### src/hdl/glp_pkg.sv
`timescale 1ns / 1ps
`default_nettype none
// ----------------------------------------------------------------------------
// glp_pkg
// Shared types and constants of the grain point labeler.
// ----------------------------------------------------------------------------
package glp_pkg;

    // field widths
    localparam int OP_W     = 16;
    localparam int POS_W    = 24;
    localparam int SLOT_W   = 6;
    localparam int OPID_W   = 4;
    localparam int LABEL_W  = 16;
    localparam int RAD_W    = 23;
    localparam int FEAT_W   = 17;
    localparam int DOM_W    = 5;
    localparam int BUF_W    = 23;
    localparam int GIU_W    = 7;
    localparam int APB_AW   = 3;
    localparam int APB_DW   = 32;

    // distance datapath widths
    localparam int DIFF_W   = POS_W + 1;
    localparam int SQ_W     = 2 * DIFF_W;
    localparam int D2_W     = SQ_W + 2;
    localparam int CMP_W    = D2_W + 2;

    // table word layout: {op, x, y, z, radius, label}
    localparam int ENTRY_W  = OPID_W + 3 * POS_W + RAD_W + LABEL_W;

    // register indexes
    localparam int REG_GRAIN_BUFFER  = 0;
    localparam int REG_GRAINS_IN_USE = 1;

    // request codes
    localparam logic REQ_LOAD   = 1'b0;
    localparam logic REQ_SAMPLE = 1'b1;

    // -1.0 in Q1.14
    localparam logic signed [OP_W-1:0] Q14_MINUS_ONE = -16'sd16384;
    // sum < 0.01 in Q1.14 means sum * 100 < 16384, i.e. sum < 164
    localparam int SUM_LOW_LIMIT = 164;

    typedef enum logic [1:0] {
        ST_IDLE,
        ST_WALK,
        ST_DRAIN
    } state_t;

    typedef struct packed {
        logic load;        // write a table slot
        logic accum;       // fold a sample into argmax and sum
        logic walk_start;  // reset walk index and feature
        logic issue;       // read next table slot
        logic out_load;    // capture result, clear point
    } ctrl_cmd_t;

    typedef struct packed {
        logic issue_done;  // all in-use slots issued
        logic pipe_busy;   // compare pipeline holds slots
        logic out_busy;    // result register occupied and not taken
    } ctrl_stat_t;

endpackage
`default_nettype wire

### src/hdl/glp_regs.sv
`timescale 1ns / 1ps
`default_nettype none
// ----------------------------------------------------------------------------
// glp_regs
// APB configuration registers: grain buffer and grains in use.
// ----------------------------------------------------------------------------
module glp_regs (
    input  wire logic                          clk,
    input  wire logic                          rst_n,
    input  wire logic                          psel,
    input  wire logic                          penable,
    input  wire logic                          pwrite,
    input  wire logic [glp_pkg::APB_AW-1:0]    paddr,
    input  wire logic [glp_pkg::APB_DW-1:0]    pwdata,
    output logic      [glp_pkg::APB_DW-1:0]    prdata,
    output logic                               pready,
    output logic      [glp_pkg::BUF_W-1:0]     grain_buffer,
    output logic      [glp_pkg::GIU_W-1:0]     grains_in_use
);

    logic [glp_pkg::BUF_W-1:0] buf_reg;
    logic [glp_pkg::GIU_W-1:0] giu_reg;
    logic                      wr_en;
    logic [glp_pkg::APB_AW-3:0] reg_idx;

    assign pready  = 1'b1;
    assign wr_en   = psel && penable && pwrite;
    assign reg_idx = paddr[glp_pkg::APB_AW-1:2];

    // register writes
    always_ff @(posedge clk or negedge rst_n)
    begin
        if (!rst_n)
        begin
            buf_reg <= '0;
            giu_reg <= '0;
        end
        else if (wr_en)
        begin
            case (reg_idx)
                (glp_pkg::APB_AW-2)'(glp_pkg::REG_GRAIN_BUFFER):
                begin
                    buf_reg <= pwdata[glp_pkg::BUF_W-1:0];
                end
                (glp_pkg::APB_AW-2)'(glp_pkg::REG_GRAINS_IN_USE):
                begin
                    giu_reg <= pwdata[glp_pkg::GIU_W-1:0];
                end
                default:
                begin
                end
            endcase
        end
    end

    // read mux
    always_comb
    begin
        case (reg_idx)
            (glp_pkg::APB_AW-2)'(glp_pkg::REG_GRAIN_BUFFER):
                prdata = glp_pkg::APB_DW'(buf_reg);
            (glp_pkg::APB_AW-2)'(glp_pkg::REG_GRAINS_IN_USE):
                prdata = glp_pkg::APB_DW'(giu_reg);
            default:
                prdata = '0;
        endcase
    end

    assign grain_buffer  = buf_reg;
    assign grains_in_use = giu_reg;

endmodule
`default_nettype wire

### config.mk
export PLATFORM = sky130hd
export DESIGN_NAME = glp_regs
export DESIGN_NICKNAME = d
export VERILOG_FILES = /design/src/hdl/glp_pkg.sv /design/src/hdl/glp_regs.sv
export SDC_FILE = /design/constraint.sdc
export NUM_CORES = 1
export LEC_CHECK = 0
export ABC_CLOCK_PERIOD_IN_PS = 800
export BUFFER_PORTS_ARGS = -buffer_cell sky130_fd_sc_hd__buf_2
export CORE_ASPECT_RATIO = 0.5
export CORE_UTILIZATION = 37
export DETAILED_ROUTE_END_ITERATION = 10
export PLACE_DENSITY = 0.83
export SLEW_MARGIN = 20
export SYNTH_ARGS = -nofsm -noshare
export SYNTH_HDL_FRONTEND = slang
export SYNTH_SLANG_ARGS = --single-unit
export TNS_END_PERCENT = 10
### constraint.sdc
create_clock -name clk -period 0.8 [get_ports clk]
set_input_delay 0.08 -clock clk [delete_from_list [all_inputs] [get_ports clk]]
set_output_delay 0.08 -clock clk [all_outputs]
set_load 0.03 [all_outputs]
==> impl_results.md <==
* Crit path DAT at 1150 ps
* Setup TNS at -15860 ps
* Hold WC Path Type: primary input to flop
* Starting density of the core at 41.1%
* Synth Register Bits at 30
* Slew Viols, Final at 0
* Power per cell area at 2800 nW/um2
* Routed Antenna Nets at 0
* Chip width at 92.2 um
* Root buf cell: clkbuf_8
* Die height at 47.1 um
* Filler Cells Inserted at 195
* Failing checks: setup timing
* Worst-path clk slew at 70 ps
* Nets@finish at 255
* Synth cell types at 11
* Max Clk Rate at 816 MHz
* P_leak at 1.49 nW
* Final HPWL DP at 2660 um
* Tot Pwr at 7.88 mW
* DRC violation total after the first TritonRoute iteration at 62
* CP max stage delay at 420 ps
* Total Routed Length at 5470 um
* CTS tree: yes
* Grt total ovfl at 0
* Share of cells above drive strength 1 at 81.0%
* Final Wtd Congestion at 0.749
* Yosys warns at 0
* Average routed wire per standard cell at 20.5 um
* Most common cell after layout, fill and taps aside: buf_6
* # port buffers at 81
* Synth area leader: dfrtp_1
* Register area at 751 um2
* All-Layer GR Usage at 23.0%
* Mapped Cells at 102
* Crit-path cells: mux2_4 -> buf_6
* Worst Hold Margin at 22.6 ps
* Min cycle time layout at 1230 ps
* Top cells by area, synth: dfrtp_1 (50%), mux2_4 (20%), mux2_2 (13%), nor2b_1 (6.7%), buf_4 (5.0%)
* Final Skew at 0 ps
* Multi-input combinational cell area at 828 um2
* Vias per inst at 4.81
* Fin area at 2820 um2
* WS Path Type: flop to output port
* First-pass GRT wire length at 7050 um
* Final hold vios at 0
* # setup viols final at 70
* Final Cycle Share at 153%
* Bufs on Longest Clock Path at 2
* Area growth syn-to-layout at 87.4%
* Crit-path slowest cell: dfrtp_1
* Die ar. at 4340 um2
* Via count at 1285
* Max-cap viol count at 0
* Ant diodes at 0
* Worst setup EP type: output port
* CTS H-tree lvls at 2
* Final setup margin at -426 ps
* CP Launch Type: flop
* Vias in the first global route at 1326
* Post-route DRC violation count at 0
* Clock sink count at 30
* IO Count at 103
* Worst VDD drop at 1.24 mV
* Core Box Area at 3660 um2
* TritonRoute pass-1 iters at 4
* Commonest non-fill, non-tap cells in the layout: buf_6 (67), dfrtp_1 (30), mux2_4 (29), buf_2 (29), nor2b_4 (16)
* Outcome: finished, violations left
* Number of CTS-inserted buffers at 5
* Critical path data required time at 720 ps
* Pin count of the biggest net entering global routing at 18
* Post-Synthesis Cell Area at 1500 um2
* Critical Path Fanout Max at 3
* Clk Latency, worst-skew pair at 290 ps
* Initial antenna violation count at 0
* Area after DPL at 2060 um2
* Average size of a mapped cell at 14.7 um2
* RSZ-0062 raised after global routing: true
* Share of the synthesized area in the top cell type at 49.9%
* Register area share after synthesis at 49.9%
* Row cnt at 15
[synth_stat cells]
cell,number
buf_2,1
mux2_2,17
clkbuf_1,1
conb_1,2
nor2b_1,16
nand4_2,1
buf_6,3
dfrtp_1,30
mux2_4,20
nand4b_4,1
buf_4,10
[flip-flops by register name, indices dropped and copies added, names as in the netlist]
register,cells
grain_buffer,23
grains_in_use,7
[per-layer routing]
metal | GRT usage [%] | wire [um]
met5 | 0 | 0
met4 | 10.9 | 136
met3 | 6.31 | 189
met2 | 39.9 | 2690
met1 | 28.0 | 2450
[area by class of cell]
cell class / instances / share of cell area, %
clock buffer: 5 / 2.44
clock inverter: 3 / 1.42
multi-input combinational: 65 / 29.4
sequential: 30 / 26.6
tap: 51 / 2.26
timing repair buffer: 113 / 37.9
[where the power goes]
part / internal [mW] / switching, mW / total [mW]
Sequential: 1.85 / 0.348 / 2.20
Clock: 0.917 / 0.640 / 1.56
Combinational: 2.17 / 1.96 / 4.13
[cell families after synthesis]
group,count (synthesis),synth area share (%)
flops,30,49.9
mux,37,32.7
buf+inv,15,7.82
simple gates,18,9.07
other cells,2,0.499
[metrics by stage]
stage	std cells	utilization, %	setup WS [ps]
after floorplan	110	-	-179
after global placement	238	56.2	-211
after detailed placement	238	56.2	-306
after CTS	258	72.8	-381
after global routing	267	77.0	-444
final	267	77.0	-426
[critical path: cells and delay by family, from the launching register on]
| kind | cells | cell delay [ps] |
|---|---|---|
| buf+inv | 1 | 140 |
| mux | 1 | 300 |
| flops | 1 | 420 |
[path summary, 6_finish.rpt]
path	from	end	slack [ps]	depth (start not counted)
setup / recovery	grain_buffer[4]	prdata[4]	-430	2
hold / removal	pwdata[8]	grain_buffer[8]	20	2
setup reg to reg	grains_in_use[6]	grains_in_use[6]	-220	3
hold reg to reg	grain_buffer[10]	grain_buffer[10]	560	1
max in group asynchronous	rst_n	grain_buffer[11]	210	3
min in group asynchronous	rst_n	grain_buffer[16]	200	2
[what timing repair did]
item	CTS	global route
endpoints found under the hold margin	30	0
resized for setup	121	23
buffers inserted	11	9
hold buffers	1	0
setup endpoints to repair	55	76
(Power assumes the default switching activity.)
