==> config.mk <==
export PLATFORM = sky130hd
export DESIGN_NAME = glp_ctrl
export DESIGN_NICKNAME = d
export VERILOG_FILES = /design/src/hdl/glp_pkg.sv /design/src/hdl/glp_ctrl.sv
export SDC_FILE = /design/constraint.sdc
export NUM_CORES = 1
export LEC_CHECK = 0
export ABC_AREA = 1
export BUFFER_PORTS_ARGS = -buffer_cell sky130_fd_sc_hd__buf_2
export CAP_MARGIN = 30
export CORE_AREA = 2 2 39 41
export CTS_CLUSTER_DIAMETER = 150
export CTS_CLUSTER_SIZE = 8
export DETAILED_ROUTE_END_ITERATION = 8
export DIE_AREA = 0 0 41 43
export GPL_TIMING_DRIVEN = 0
export PLACE_DENSITY = 0.4
export RECOVER_POWER = 100
export SLEW_MARGIN = 5
export SYNTH_ARGS = -nofsm -noshare
export SYNTH_HDL_FRONTEND = slang
export SYNTH_SLANG_ARGS = --single-unit
==> constraint.sdc <==
create_clock -name clk -period 2.25 [get_ports clk]
set_clock_uncertainty 0.05 [all_clocks]
set_input_delay 0.225 -clock clk [delete_from_list [all_inputs] [get_ports clk]]
set_output_delay 0.225 -clock clk [all_outputs]
set_load 0.005 [all_outputs]
==> src/hdl/glp_pkg.sv <==
`timescale 1ns / 1ps
`default_nettype none
// ----------------------------------------------------------------------------
// glp_pkg
// Shared types and constants of the grain point labeler.
// ----------------------------------------------------------------------------
package glp_pkg;

    // field widths
    localparam int OP_W     = 16;
    localparam int POS_W    = 24;
    localparam int SLOT_W   = 6;
    localparam int OPID_W   = 4;
    localparam int LABEL_W  = 16;
    localparam int RAD_W    = 23;
    localparam int FEAT_W   = 17;
    localparam int DOM_W    = 5;
    localparam int BUF_W    = 23;
    localparam int GIU_W    = 7;
    localparam int APB_AW   = 3;
    localparam int APB_DW   = 32;

    // distance datapath widths
    localparam int DIFF_W   = POS_W + 1;
    localparam int SQ_W     = 2 * DIFF_W;
    localparam int D2_W     = SQ_W + 2;
    localparam int CMP_W    = D2_W + 2;

    // table word layout: {op, x, y, z, radius, label}
    localparam int ENTRY_W  = OPID_W + 3 * POS_W + RAD_W + LABEL_W;

    // register indexes
    localparam int REG_GRAIN_BUFFER  = 0;
    localparam int REG_GRAINS_IN_USE = 1;

    // request codes
    localparam logic REQ_LOAD   = 1'b0;
    localparam logic REQ_SAMPLE = 1'b1;

    // -1.0 in Q1.14
    localparam logic signed [OP_W-1:0] Q14_MINUS_ONE = -16'sd16384;
    // sum < 0.01 in Q1.14 means sum * 100 < 16384, i.e. sum < 164
    localparam int SUM_LOW_LIMIT = 164;

    typedef enum logic [1:0] {
        ST_IDLE,
        ST_WALK,
        ST_DRAIN
    } state_t;

    typedef struct packed {
        logic load;        // write a table slot
        logic accum;       // fold a sample into argmax and sum
        logic walk_start;  // reset walk index and feature
        logic issue;       // read next table slot
        logic out_load;    // capture result, clear point
    } ctrl_cmd_t;

    typedef struct packed {
        logic issue_done;  // all in-use slots issued
        logic pipe_busy;   // compare pipeline holds slots
        logic out_busy;    // result register occupied and not taken
    } ctrl_stat_t;

endpackage
`default_nettype wire

==> src/hdl/glp_ctrl.sv <==
`timescale 1ns / 1ps
`default_nettype none
// ----------------------------------------------------------------------------
// glp_ctrl
// Controller: accepts words, runs the table walk, hands off the result.
// ----------------------------------------------------------------------------
module glp_ctrl (
    input  wire logic                clk,
    input  wire logic                rst_n,
    input  wire logic                in_valid,
    output logic                     in_ready,
    input  wire logic                req_type,
    input  wire logic                last_op,
    input  wire glp_pkg::ctrl_stat_t stat,
    output glp_pkg::ctrl_cmd_t       cmd
);

    glp_pkg::state_t state_reg;
    glp_pkg::state_t state_next;

    // state register
    always_ff @(posedge clk or negedge rst_n)
    begin
        if (!rst_n)
        begin
            state_reg <= glp_pkg::ST_IDLE;
        end
        else
        begin
            state_reg <= state_next;
        end
    end

    // next state and commands
    always_comb
    begin
        state_next = state_reg;
        cmd        = '0;
        in_ready   = 1'b0;
        case (state_reg)
            glp_pkg::ST_IDLE:
            begin
                in_ready = 1'b1;
                if (in_valid)
                begin
                    if (req_type == glp_pkg::REQ_LOAD)
                    begin
                        cmd.load = 1'b1;
                    end
                    else
                    begin
                        cmd.accum = 1'b1;
                        if (last_op)
                        begin
                            cmd.walk_start = 1'b1;
                            state_next     = glp_pkg::ST_WALK;
                        end
                    end
                end
            end
            glp_pkg::ST_WALK:
            begin
                if (stat.issue_done)
                begin
                    state_next = glp_pkg::ST_DRAIN;
                end
                else
                begin
                    cmd.issue = 1'b1;
                end
            end
            glp_pkg::ST_DRAIN:
            begin
                if (!stat.pipe_busy && !stat.out_busy)
                begin
                    cmd.out_load = 1'b1;
                    state_next   = glp_pkg::ST_IDLE;
                end
            end
            default:
            begin
                state_next = glp_pkg::ST_IDLE;
            end
        endcase
    end

endmodule
`default_nettype wire

==> Flow_metrics.wiki, run 1 <==
{| class="wikitable"
! Metric !! Value
|-
| Average cell area after synthesis || 6.06 µm²
|-
| Final hold violation count || 0
|-
| Die Width || 41 µm
|-
| IR Drop Worst-Case VDD || 0.301 mV
|-
| Setup Viol. Count Final || 0
|-
| Worst reg-to-reg path cell count || 3
|-
| Slew of the pin with the lowest slew margin || 171 ps
|-
| Antenna violations before repair || 0
|-
| Detailed-route vias per instance || 3.28
|-
| Clock Tree Buf Depth || 2
|-
| Sum of negative setup slack || 0 ps
|-
| Final cell count without fillers || 58
|-
| Pre-CTS WS || 1160 ps
|-
| Highest clock frequency the design can meet || 764 MHz
|-
| Nets@finish || 52
|-
| Post-route ant nets || 0
|-
| First-pass GRT wire length || 524 µm
|-
| Share of the clock period used by the worst path after layout || 58.2%
|-
| Startpoint class of the critical path || flip-flop
|-
| Number of H-tree branching levels || 1
|-
| Unique cell type count in the Yosys netlist || 9
|-
| Die Area || 0.00176 mm²
|-
| Top-level port count || 14
|-
| Total global routing track utilization || 4.72%
|-
| Pin count of the biggest net entering global routing || 7
|-
| Synth warnings || 0
|-
| Nature of the critical path endpoint || primary output
|-
| Portion of the post-synthesis area used by sequential elements || 33.1%
|-
| Start-to-end type of the worst setup path || flip-flop to primary output
|-
| Count of buffers from port buffering || 13
|-
| Final GP Congestion || 0.607
|-
| Maximum net fanout on the critical path || 5
|-
| Number of flip-flops in the largest register || 2
|-
| Placed instance count || 54
|-
| Post-cts repair resize count || 0
|-
| Top cells by area in the synthesized netlist || sky130_fd_sc_hd__dfrtp_1, sky130_fd_sc_hd__nand2_1, sky130_fd_sc_hd__inv_1, sky130_fd_sc_hd__nor2_1, sky130_fd_sc_hd__nor3_2
|-
| Starting utilization of the core area || 10.9%
|-
| Number of maximum-capacitance violations || 0
|-
| 1st-iter DRT viols || 4
|-
| Total half-perimeter wirelength after legalization and detailed placement || 309 µm
|-
| Count of antenna diodes in the layout || 0
|-
| CTS tree || yes
|-
| Clock tree root buffer cell || sky130_fd_sc_hd__clkbuf_4
|-
| Global route overflow || 0
|-
| Net Count, Synth || 33
|-
| Number of global-route vias before repair || 145
|-
| Syn Inst Count || 25
|-
| Worst-skew pair later-pin latency || 220 ps
|-
| Register bit count reported by yosys || 2
|-
| Synth area leader || sky130_fd_sc_hd__dfrtp_1
|-
| Chip Height || 43 µm
|-
| Met3 capacity usage during global routing || 4.71%
|-
| Share of Yosys cell area claimed by the top area cell type || 33.1%
|-
| Number of flops mapped to enable cells by yosys || 0
|-
| Leakage power total || 0.169 nW
|-
| Detailed-route wire length per cell || 6.28 µm
|-
| Relative max-transition margin || 88.6%
|-
| Period minus WS final || 1310 ps
|-
| WL final || 364 µm
|-
| Type of the tightest min-delay check || input port to flip-flop
|-
| Most used DFF post-synth || sky130_fd_sc_hd__dfrtp_1
|-
| Outcome || complete, no violations
|-
| Total number of clock tree sinks || 2
|-
| Met1 GRT Util || 5.16%
|-
| Global routing's busiest layer || met2
|-
| Most common library cells after synthesis || sky130_fd_sc_hd__nand2_1, sky130_fd_sc_hd__inv_1, sky130_fd_sc_hd__nor2_1
|-
| Data required time at the worst endpoint || 1980 ps
|-
| CORE AREA || 0.00138 mm²
|-
| Cell count of the worst hold path || 3
|-
| Pre-antenna DRT Iters || 4
|-
| Area growth, synth to finish || 73.6%
|-
| Final Max Slew Viols || 0
|-
| Critical Path AT || 1030 ps
|-
| Most repeated cell in the gate-level netlist after synthesis || sky130_fd_sc_hd__nand2_1
|-
| Power density normalized to cell area || 667 mW/mm²
|-
| Via count || 190
|-
| Share of cells above drive strength 1 || 33.3%
|-
| DRC violations left || 0
|-
| Async SR Flop Fraction || 100%
|-
| Met2 Track Usage GR || 5.94%
|-
| Worst-case setup margin in the final layout || 941 ps
|-
| Number of standard-cell rows in the floorplan || 14
|-
| Mapped cell area || 151 µm²
|-
| Setup repair after global routing missed its margin || false
|-
| Post-CTS clock slew at the launch and capture registers of the worst setup and hold paths || 30 ps
|-
| Overall power || 0.175 mW
|-
| Count of buffers added by post-CTS timing repair for setup || 0
|-
| TritonCTS Buffers || 3
|}
-- worst max-delay path: stages (launching register included) --
cell,delay (ps)
sky130_fd_sc_hd__dfrtp_1,360
sky130_fd_sc_hd__inv_1,120
sky130_fd_sc_hd__nand2_1,100
sky130_fd_sc_hd__nor3_2,100
sky130_fd_sc_hd__clkbuf_2,130
-- what timing repair did --
| item | CTS | global route |
|---|---|---|
| endpoints found under the hold margin | 2 | 0 |
| endpoints found under the setup margin | 0 | 0 |
| hold buffers | 1 | 0 |
-- cells in the final DEF, fill, tap and decap left out, drive strengths merged --
cell	n
dlygate4sd3	1
nor2	4
dfrtp	2
inv	7
buf	9
nor3	2
nand3	1
nand2	8
nand3b	1
clkbuf	7
-- where the power goes --
group | switching (mW) | internal (mW) | leakage, nW | total, mW
sequential | 0.00501 | 0.0424 | 0.0267 | 0.0474
combinational | 0.0283 | 0.0223 | 0.129 | 0.0506
clock | 0.0184 | 0.0587 | 0.0138 | 0.0772
total | 0.0518 | 0.123 | 0.169 | 0.175
-- metrics by stage --
step	hold WS, ps	util, %	instance area (µm²)
floorplan	-121	-	151
global placement	-37.5	17.1	236
detailed placement	-37.3	17.1	236
CTS	216	19.4	269
global route	230	19.0	263
finish	214	19.0	263
-- kinds of logic (layout without fill, tap and decap cells) --
group / after synthesis / in the layout / share of synthesized area, %
buffers and inverters: 7 / 24 / 17.4
DFF: 2 / 2 / 33.1
and+or+nand+nor: 16 / 16 / 49.6
-- final timing paths --
| check | startpoint | endpoint | slack, ps |
|---|---|---|---|
| max | state_reg[1]$_DFFE_PN0P_ | cmd[4] | 940 |
| min | stat[2] | state_reg[1]$_DFFE_PN0P_ | 210 |
| max reg2reg | state_reg[0]$_DFFE_PN0P_ | state_reg[0]$_DFFE_PN0P_ | 1430 |
| min reg2reg | state_reg[1]$_DFFE_PN0P_ | state_reg[0]$_DFFE_PN0P_ | 500 |
| max in group asynchronous | rst_n | state_reg[0]$_DFFE_PN0P_ | 1760 |
| min in group asynchronous | rst_n | state_reg[1]$_DFFE_PN0P_ | 260 |
-- final cells by class --
| class | count | area (µm²) |
|---|---|---|
| Fill cell | 158 | 1120 |
| Multi-Input combinational cell | 16 | 72.6 |
| Timing Repair Buffer | 14 | 71.3 |
| Sequential cell | 2 | 50.0 |
| Inverter | 7 | 26.3 |
| Clock buffer | 3 | 22.5 |
| Tap cell | 16 | 20.0 |
-- routing by layer --
| layer | vias to the layer above | part of all wire [%] |
|---|---|---|
| li1 | 107 | - |
| met1 | 74 | 47 |
| met2 | 9 | 42 |
| met3 | 0 | 11 |
| met4 | 0 | 0 |
| met5 | - | 0 |
Power figures use the tool's default switching activity.
==> run 2: changes to the inputs <==
- clock period: 2.25 -> 1.25 ns (I/O delays scaled with it)
==> run 2 against run 1 <==
Effect of this change: routed wire length down 0.55%; flip-flop and latch count unchanged; worst hold slack worse by 100 ps; clock power up 77%; first-iteration DRC count down 50%; count of clock-buffer cells in the layout unchanged; cell count unchanged.
==> Flow_metrics.wiki, run 2 (synthesis gave the netlist of run 1 again) <==
{| class="wikitable"
! Metric !! Value
|-
| Outcome || complete, no violations (unchanged)
|-
| Pre-CTS WS || 260 ps (was 1160 ps)
|-
| Die Width || 41 µm (unchanged)
|-
| Maximum net fanout on the critical path || 5 (unchanged)
|-
| Sequential cell area in the final layout || 51.3 µm² (was 50.0 µm²)
|-
| Count of buffers from port buffering || 13 (unchanged)
|-
| Final GP Congestion || 0.607 (unchanged)
|-
| First-pass GRT wire length || 524 µm (unchanged)
|-
| Global route overflow || 0 (unchanged)
|-
| Nature of the critical path endpoint || primary output (unchanged)
|-
| Via count || 192 (was 190)
|-
| Post-CTS clock slew at the launch and capture registers of the worst setup and hold paths || 30 ps (about the same)
|-
| Worst reg-to-reg setup slack || 440 ps (was 1430 ps)
|-
| Clock Tree Buf Depth || 2 (unchanged)
|-
| Leakage power total || 0.173 nW (was 0.169 nW)
|-
| Post-Route Hold Slack || 114 ps (was 214 ps)
|-
| Antenna violations before repair || 0 (unchanged)
|-
| Area growth, synth to finish || 76.9% (was 73.6%)
|-
| Setup repair after global routing missed its margin || false (unchanged)
|-
| CTS tree || yes (unchanged)
|-
| Power density normalized to cell area || 1200 mW/mm² (was 667 mW/mm²)
|-
| Nets@finish || 52 (unchanged)
|-
| Detailed-route vias per instance || 3.31 (was 3.28)
|-
| Fill cell total of the finished layout || 159 (was 158)
|-
| Final instance area || 268 µm² (was 263 µm²)
|-
| WL final || 362 µm (was 364 µm)
|-
| Total global routing track utilization || 4.72% (unchanged)
|-
| Area of the multi-input gates || 75.1 µm² (was 72.6 µm²)
|-
| Die Area || 0.00176 mm² (unchanged)
|-
| Total cell area at the placement stage || 236 µm² (unchanged)
|-
| Pin count of the biggest net entering global routing || 7 (unchanged)
|-
| Detailed-route wire length per cell || 6.24 µm (was 6.28 µm)
|-
| Total number of clock tree sinks || 2 (unchanged)
|-
| Number of standard-cell rows in the floorplan || 14 (unchanged)
|-
| Number of global-route vias before repair || 145 (unchanged)
|-
| Clock tree root buffer cell || sky130_fd_sc_hd__clkbuf_4 (unchanged)
|-
| Slew of the pin with the lowest slew margin || 140 ps (was 171 ps)
|-
| Startpoint class of the critical path || flip-flop (unchanged)
|-
| Sum of negative setup slack || 0 ps (unchanged)
|-
| Final hold violation count || 0 (unchanged)
|-
| Commonest cells after routing, fill and taps aside || sky130_fd_sc_hd__buf_2, sky130_fd_sc_hd__nand2_1, sky130_fd_sc_hd__inv_1, sky130_fd_sc_hd__nor2_1, sky130_fd_sc_hd__clkbuf_4 (was sky130_fd_sc_hd__buf_2, sky130_fd_sc_hd__nand2_1, sky130_fd_sc_hd__inv_1, sky130_fd_sc_hd__nor2_1)
|-
| Period minus WS final || 1170 ps
|-
| Share of the clock period used by the worst path after layout || 93.3%
|-
| Relative max-transition margin || 90.6% (was 88.6%)
|-
| Top-level port count || 14 (unchanged)
|-
| Highest clock frequency the design can meet || 857 MHz
|-
| Overall power || 0.320 mW (was 0.175 mW)
|-
| Number of buffer and inverter instances along the worst setup path || 2 (unchanged)
|-
| DRC violations left || 0 (unchanged)
|-
| Number of H-tree branching levels || 1 (unchanged)
|-
| Number of flip-flops in the largest register || 2 (unchanged)
|-
| Count of antenna diodes in the layout || 0 (unchanged)
|-
| Startpoint of the worst setup timing path || state_reg[1]$_DFFE_PN0P_ (unchanged)
|-
| Critical Path, Cell by Cell || inv_2 -> nand2_1 -> nor3_2 -> buf_2 (was inv_1 -> nand2_1 -> nor3_2 -> clkbuf_2)
|-
| Worst-skew pair later-pin latency || 220 ps (about the same)
|-
| Crit-path leading delay family || flip-flops (unchanged)
|-
| TritonCTS Buffers || 3 (unchanged)
|-
| IR Drop Worst-Case VDD || 0.379 mV (was 0.301 mV)
|-
| Post-route ant nets || 0 (unchanged)
|-
| Launch point of the worst hold path || stat[2] (unchanged)
|-
| Startpoint of the worst register-to-register path || state_reg[0]$_DFFE_PN0P_ (unchanged)
|-
| Start-to-end type of the worst setup path || flip-flop to primary output (unchanged)
|-
| Total half-perimeter wirelength after legalization and detailed placement || 309 µm (unchanged)
|-
| Data required time at the worst endpoint || 1080 ps (was 1980 ps)
|-
| Worst-case setup margin in the final layout || 83.2 ps (was 941 ps)
|-
| Number of maximum-capacitance violations || 0 (unchanged)
|-
| Critical Path AT || 990 ps (was 1030 ps)
|-
| Slowest-stage cell, CP || sky130_fd_sc_hd__dfrtp_1 (unchanged)
|-
| Pre-antenna DRT Iters || 2 (was 4)
|-
| Final Max Slew Viols || 0 (unchanged)
|-
| Type of the tightest min-delay check || input port to flip-flop (unchanged)
|-
| Setup Viol. Count Final || 0 (unchanged)
|-
| Chip Height || 43 µm (unchanged)
|-
| Share of cells above drive strength 1 || 42.9% (was 33.3%)
|-
| Max stage delay on crit path || 380 ps (was 360 ps)
|-
| 1st-iter DRT viols || 2 (was 4)
|-
| CORE AREA || 0.00138 mm² (unchanged)
|-
| Starting utilization of the core area || 10.9% (unchanged)
|-
| Most common library cell in the layout ignoring fill and taps || sky130_fd_sc_hd__buf_2 (unchanged)
|}
run 2: changes by cell type in the layout (fill, tap and decap cells not counted), sizes merged:
cell / before / now
buf: 9 / 11
clkbuf: 7 / 5
run 2: final cells by class:
class / instances / share of cell area [%]
Timing Repair Buffer: 14 / 27.1
Tap cell: 16 / 7.48
Clock buffer: 3 / 8.41
Inverter: 7 / 9.81
Sequential cell: 2 / 19.2
Multi-Input combinational cell: 16 / 28.0
run 2: worst paths after layout:
path / end / depth (start not counted)
min in group asynchronous: state_reg[1]$_DFFE_PN0P_ / 2
worst min-delay path: state_reg[1]$_DFFE_PN0P_ / 3
worst max-delay path: cmd[4] / 4
worst max register to register: state_reg[0]$_DFFE_PN0P_ / 3
max in group asynchronous: state_reg[0]$_DFFE_PN0P_ / 2
worst min register to register: state_reg[1]$_DFFE_PN0P_ / 3
run 2: through the flow:
step | instances | util (%)
floorplan | 25 | -
global placement | 54 | 17.1
detailed placement | 54 | 17.1
CTS | 58 | 19.4
global route | 58 | 19.3
finish | 58 | 19.3
run 2: where the power goes:
part / total, mW / switching, mW / internal, mW / leakage (nW)
Combinational: 0.0935 / 0.0503 / 0.0432 / 0.134
Sequential: 0.0896 / 0.0123 / 0.0773 / 0.0252
Clock: 0.137 / 0.0318 / 0.106 / 0.0138
run 2: timing repair:
action	in CTS	in global routing
hold buffers	1	0
endpoints found under the hold margin	2	0
setup buffers	0	0
endpoints found under the setup margin	0	4
gates resized for setup	0	2
run 2: routing by layer:
layer  global-route usage [%]  part of all wire, %  vias up
li1                         -                    -      108
met3                     4.71                   11        0
met4                     2.00                    0        0
met5                        0                    0        -
met1                     5.16                   44       75
met2                     5.94                   44        9
run 2: worst register-to-register path, stage by stage (launching register included):
cell	delay, ps
sky130_fd_sc_hd__dfrtp_2	430
sky130_fd_sc_hd__nor2_2	120
sky130_fd_sc_hd__nand2_1	70
sky130_fd_sc_hd__nand2_1	70
==> run 3: changes to the inputs <==
- PLACE_DENSITY: 0.4 -> 0.33
==> run 3 against run 2 <==
Effect of this change: fmax down 0.50%; critical path depth stayed put; clock power is essentially flat; non-clock buffer count stayed put; largest power group unchanged.
==> Flow_metrics.wiki, run 3 (synthesis gave the netlist of run 1 again) <==
{| class="wikitable"
! Metric !! Value
|-
| Outcome || complete, no violations (unchanged)
|-
| Share of total power in sequential cells || 27.7% (was 28.0%)
|-
| Worst reg-to-reg path cell count || 3 (unchanged)
|-
| Setup repair after global routing missed its margin || true (was false)
|-
| Count of antenna diodes in the layout || 0 (unchanged)
|-
| Pin count of the biggest net entering global routing || 7 (unchanged)
|-
| Total half-perimeter wirelength after legalization and detailed placement || 329 µm (was 309 µm)
|-
| Worst-case setup margin in the final layout || 77.4 ps (was 83.2 ps)
|-
| Detailed-route vias per instance || 3.41 (was 3.31)
|-
| WL final || 381 µm (was 362 µm)
|-
| Placed instance count || 54 (unchanged)
|-
| First-pass GRT wire length || 552 µm (was 524 µm)
|-
| Final hold violation count || 0 (unchanged)
|-
| Total number of clock tree sinks || 2 (unchanged)
|-
| Commonest cells after routing, fill and taps aside || sky130_fd_sc_hd__buf_2, sky130_fd_sc_hd__nand2_1, sky130_fd_sc_hd__inv_1 (was sky130_fd_sc_hd__buf_2, sky130_fd_sc_hd__nand2_1, sky130_fd_sc_hd__inv_1, sky130_fd_sc_hd__nor2_1, sky130_fd_sc_hd__clkbuf_4)
|-
| Number of maximum-capacitance violations || 0 (unchanged)
|-
| Total cell area at the placement stage || 236 µm² (unchanged)
|-
| Critical Path, Cell by Cell || nor2_2 -> nand2_1 -> inv_1 -> buf_2 (was inv_2 -> nand2_1 -> nor3_2 -> buf_2)
|-
| Detailed-route wire length per cell || 6.57 µm (was 6.24 µm)
|-
| Post-CTS clock slew at the launch and capture registers of the worst setup and hold paths || 30 ps (about the same)
|-
| Launch point of the worst hold path || stat[2] (unchanged)
|-
| Worst-skew pair later-pin latency || 220 ps (about the same)
|-
| Antenna violations before repair || 0 (unchanged)
|-
| Starting utilization of the core area || 10.9% (unchanged)
|-
| Fraction of power consumed by combinational cells || 29.4% (was 29.2%)
|-
| Final cell count without fillers || 58 (unchanged)
|-
| CORE AREA || 0.00138 mm² (unchanged)
|-
| Routed met2 length || 175 µm (was 161 µm)
|-
| Maximum net fanout on the critical path || 6 (was 5)
|-
| Startpoint class of the critical path || flip-flop (unchanged)
|-
| Max stage delay on crit path || 430 ps (was 380 ps)
|-
| Chip Height || 43 µm (unchanged)
|-
| Clock tree root buffer cell || sky130_fd_sc_hd__clkbuf_4 (unchanged)
|-
| Slew of the pin with the lowest slew margin || 142 ps (was 140 ps)
|-
| Length of routed wiring on met1 || 139 µm (was 161 µm)
|-
| Final GP Congestion || 0.531 (was 0.607)
|-
| Die Width || 41 µm (unchanged)
|-
| Leakage power total || 0.169 nW (was 0.173 nW)
|-
| Top-level port count || 14 (unchanged)
|-
| Global route overflow || 0 (unchanged)
|-
| Post-Route Hold Slack || 114 ps (about the same)
|-
| Number of flip-flops in the largest register || 2 (unchanged)
|-
| Number of global-route vias before repair || 167 (was 145)
|-
| Highest clock frequency the design can meet || 853 MHz (was 857 MHz)
|-
| Most common library cell in the layout ignoring fill and taps || sky130_fd_sc_hd__buf_2 (unchanged)
|-
| Portion of total power attributed to the clock network || 42.9% (about the same)
|-
| Start-to-end type of the worst setup path || flip-flop to primary output (unchanged)
|-
| Power density normalized to cell area || 1210 mW/mm² (was 1200 mW/mm²)
|-
| Pre-antenna DRT Iters || 1 (was 2)
|-
| Final instance area || 269 µm² (was 268 µm²)
|-
| Final Max Slew Viols || 0 (unchanged)
|-
| Nets@finish || 52 (unchanged)
|-
| Amount of wire on met3 after detailed routing || 49 µm (was 39 µm)
|-
| IR Drop Worst-Case VDD || 0.350 mV (was 0.379 mV)
|-
| Startpoint of the worst register-to-register path || state_reg[0]$_DFFE_PN0P_ (unchanged)
|-
| Relative max-transition margin || 90.5% (was 90.6%)
|-
| Count of buffers added by post-CTS timing repair for setup || 0 (unchanged)
|-
| Number of H-tree branching levels || 1 (unchanged)
|-
| Share of the clock period used by the worst path after layout || 93.8% (was 93.3%)
|-
| Worst reg-to-reg setup slack || 440 ps (about the same)
|-
| Number of buffer and inverter instances along the worst setup path || 2 (unchanged)
|-
| Setup Viol. Count Final || 0 (unchanged)
|-
| Total global routing track utilization || 5.52% (was 4.72%)
|-
| Post-route ant nets || 0 (unchanged)
|-
| Net switching power figure || 0.0977 mW (was 0.0944 mW)
|-
| Reg-to-reg critical path endpoint || state_reg[0]$_DFFE_PN0P_ (unchanged)
|-
| Top metal layer carrying routed signals || met4 (was met3)
|-
| Clock Tree Buf Depth || 2 (unchanged)
|-
| 1st-iter DRT viols || 0 (was 2)
|-
| Overall power || 0.325 mW (was 0.320 mW)
|-
| Count of buffers from port buffering || 13 (unchanged)
|-
| Pre-CTS WS || 262 ps (was 260 ps)
|-
| Die Area || 0.00176 mm² (unchanged)
|-
| DRC violations left || 0 (unchanged)
|-
| Share of cells above drive strength 1 || 42.9% (unchanged)
|-
| Crit-path leading delay family || flip-flops (unchanged)
|-
| Via count || 198 (was 192)
|-
| Number of standard-cell rows in the floorplan || 14 (unchanged)
|-
| Nature of the critical path endpoint || primary output (unchanged)
|-
| Type of the tightest min-delay check || input port to flip-flop (unchanged)
|-
| Data required time at the worst endpoint || 1080 ps (about the same)
|-
| CTS tree || yes (unchanged)
|-
| TritonCTS Buffers || 3 (unchanged)
|-
| Critical Path AT || 1000 ps (was 990 ps)
|-
| Slowest-stage cell, CP || sky130_fd_sc_hd__dfrtp_2 (was sky130_fd_sc_hd__dfrtp_1)
|-
| Endpoint with the worst hold slack || state_reg[1]$_DFFE_PN0P_ (unchanged)
|-
| Area growth, synth to finish || 77.7% (was 76.9%)
|-
| Power Internal || 0.227 mW (was 0.226 mW)
|-
| Period minus WS final || 1170 ps (about the same)
|-
| Switching part of the total || 30.1% (was 29.5%)
|-
| Cell count of the worst hold path || 3 (unchanged)
|-
| Fill cell total of the finished layout || 172 (was 159)
|}
run 3: power groups by stage:
stage | sequential (mW) | clock (mW) | combinational, mW
floorplan | 0.0866 | 0 | 0.0522
global placement | 0.0888 | 0 | 0.0935
detailed placement | 0.0889 | 0 | 0.0941
CTS | 0.0882 | 0.147 | 0.0966
global route | 0.0919 | 0.166 | 0.115
finish | 0.0898 | 0.139 | 0.0955
run 3: through the flow:
step / TNS [ps] / util, %
after floorplan: 0 / -
after global placement: 0 / 17.1
after detailed placement: 0 / 17.1
after CTS: 0 / 19.4
after global routing: -15.8 / 19.4
final: 0 / 19.4
run 3: how the worst max path moves through the flow:
stage / slack, ps / from / end / depth (start not counted)
3_5_place_dp: 260 / state_reg[1]$_DFFE_PN0P_ / cmd[4] / 4
2_1_floorplan: 390 / state_reg[0]$_DFFE_PN0P_ / cmd[2] / 3
4_1_cts: 20 / state_reg[1]$_DFFE_PN0P_ / cmd[4] / 4
6_report: 80 / state_reg[0]$_DFFE_PN0P_ / cmd[2] / 4
5_1_grt: -10 / state_reg[0]$_DFFE_PN0P_ / cmd[2] / 4
3_3_place_gp: 260 / state_reg[1]$_DFFE_PN0P_ / cmd[4] / 4
run 3: final cells by class:
type	count	area [µm²]	area share [%]
multi-input cells	16	77.6	28.8
flip-flops and latches	2	51.3	19.1
clock buffers	3	22.5	8.37
repair buffers	14	71.3	26.5
inverters	7	26.3	9.77
well taps	16	20.0	7.44
run 3: what timing repair did:
item | CTS | global route
endpoints found under the hold margin | 2 | 0
hold buffers | 1 | 0
gates resized for setup | 0 | 3
setup endpoints to repair | 0 | 4
run 3: metal layers:
layer / vias up / track usage [%]
met5: - / 0
met2: 11 / 8.13
met3: 2 / 3.14
met4: 0 / 8.00
li1: 106 / -
met1: 79 / 3.53
run 3: worst register-to-register path: cells and delay by family, from the launching register on:
| family | cells | cell delay, ps |
|---|---|---|
| flops | 1 | 430 |
| simple gates | 3 | 260 |
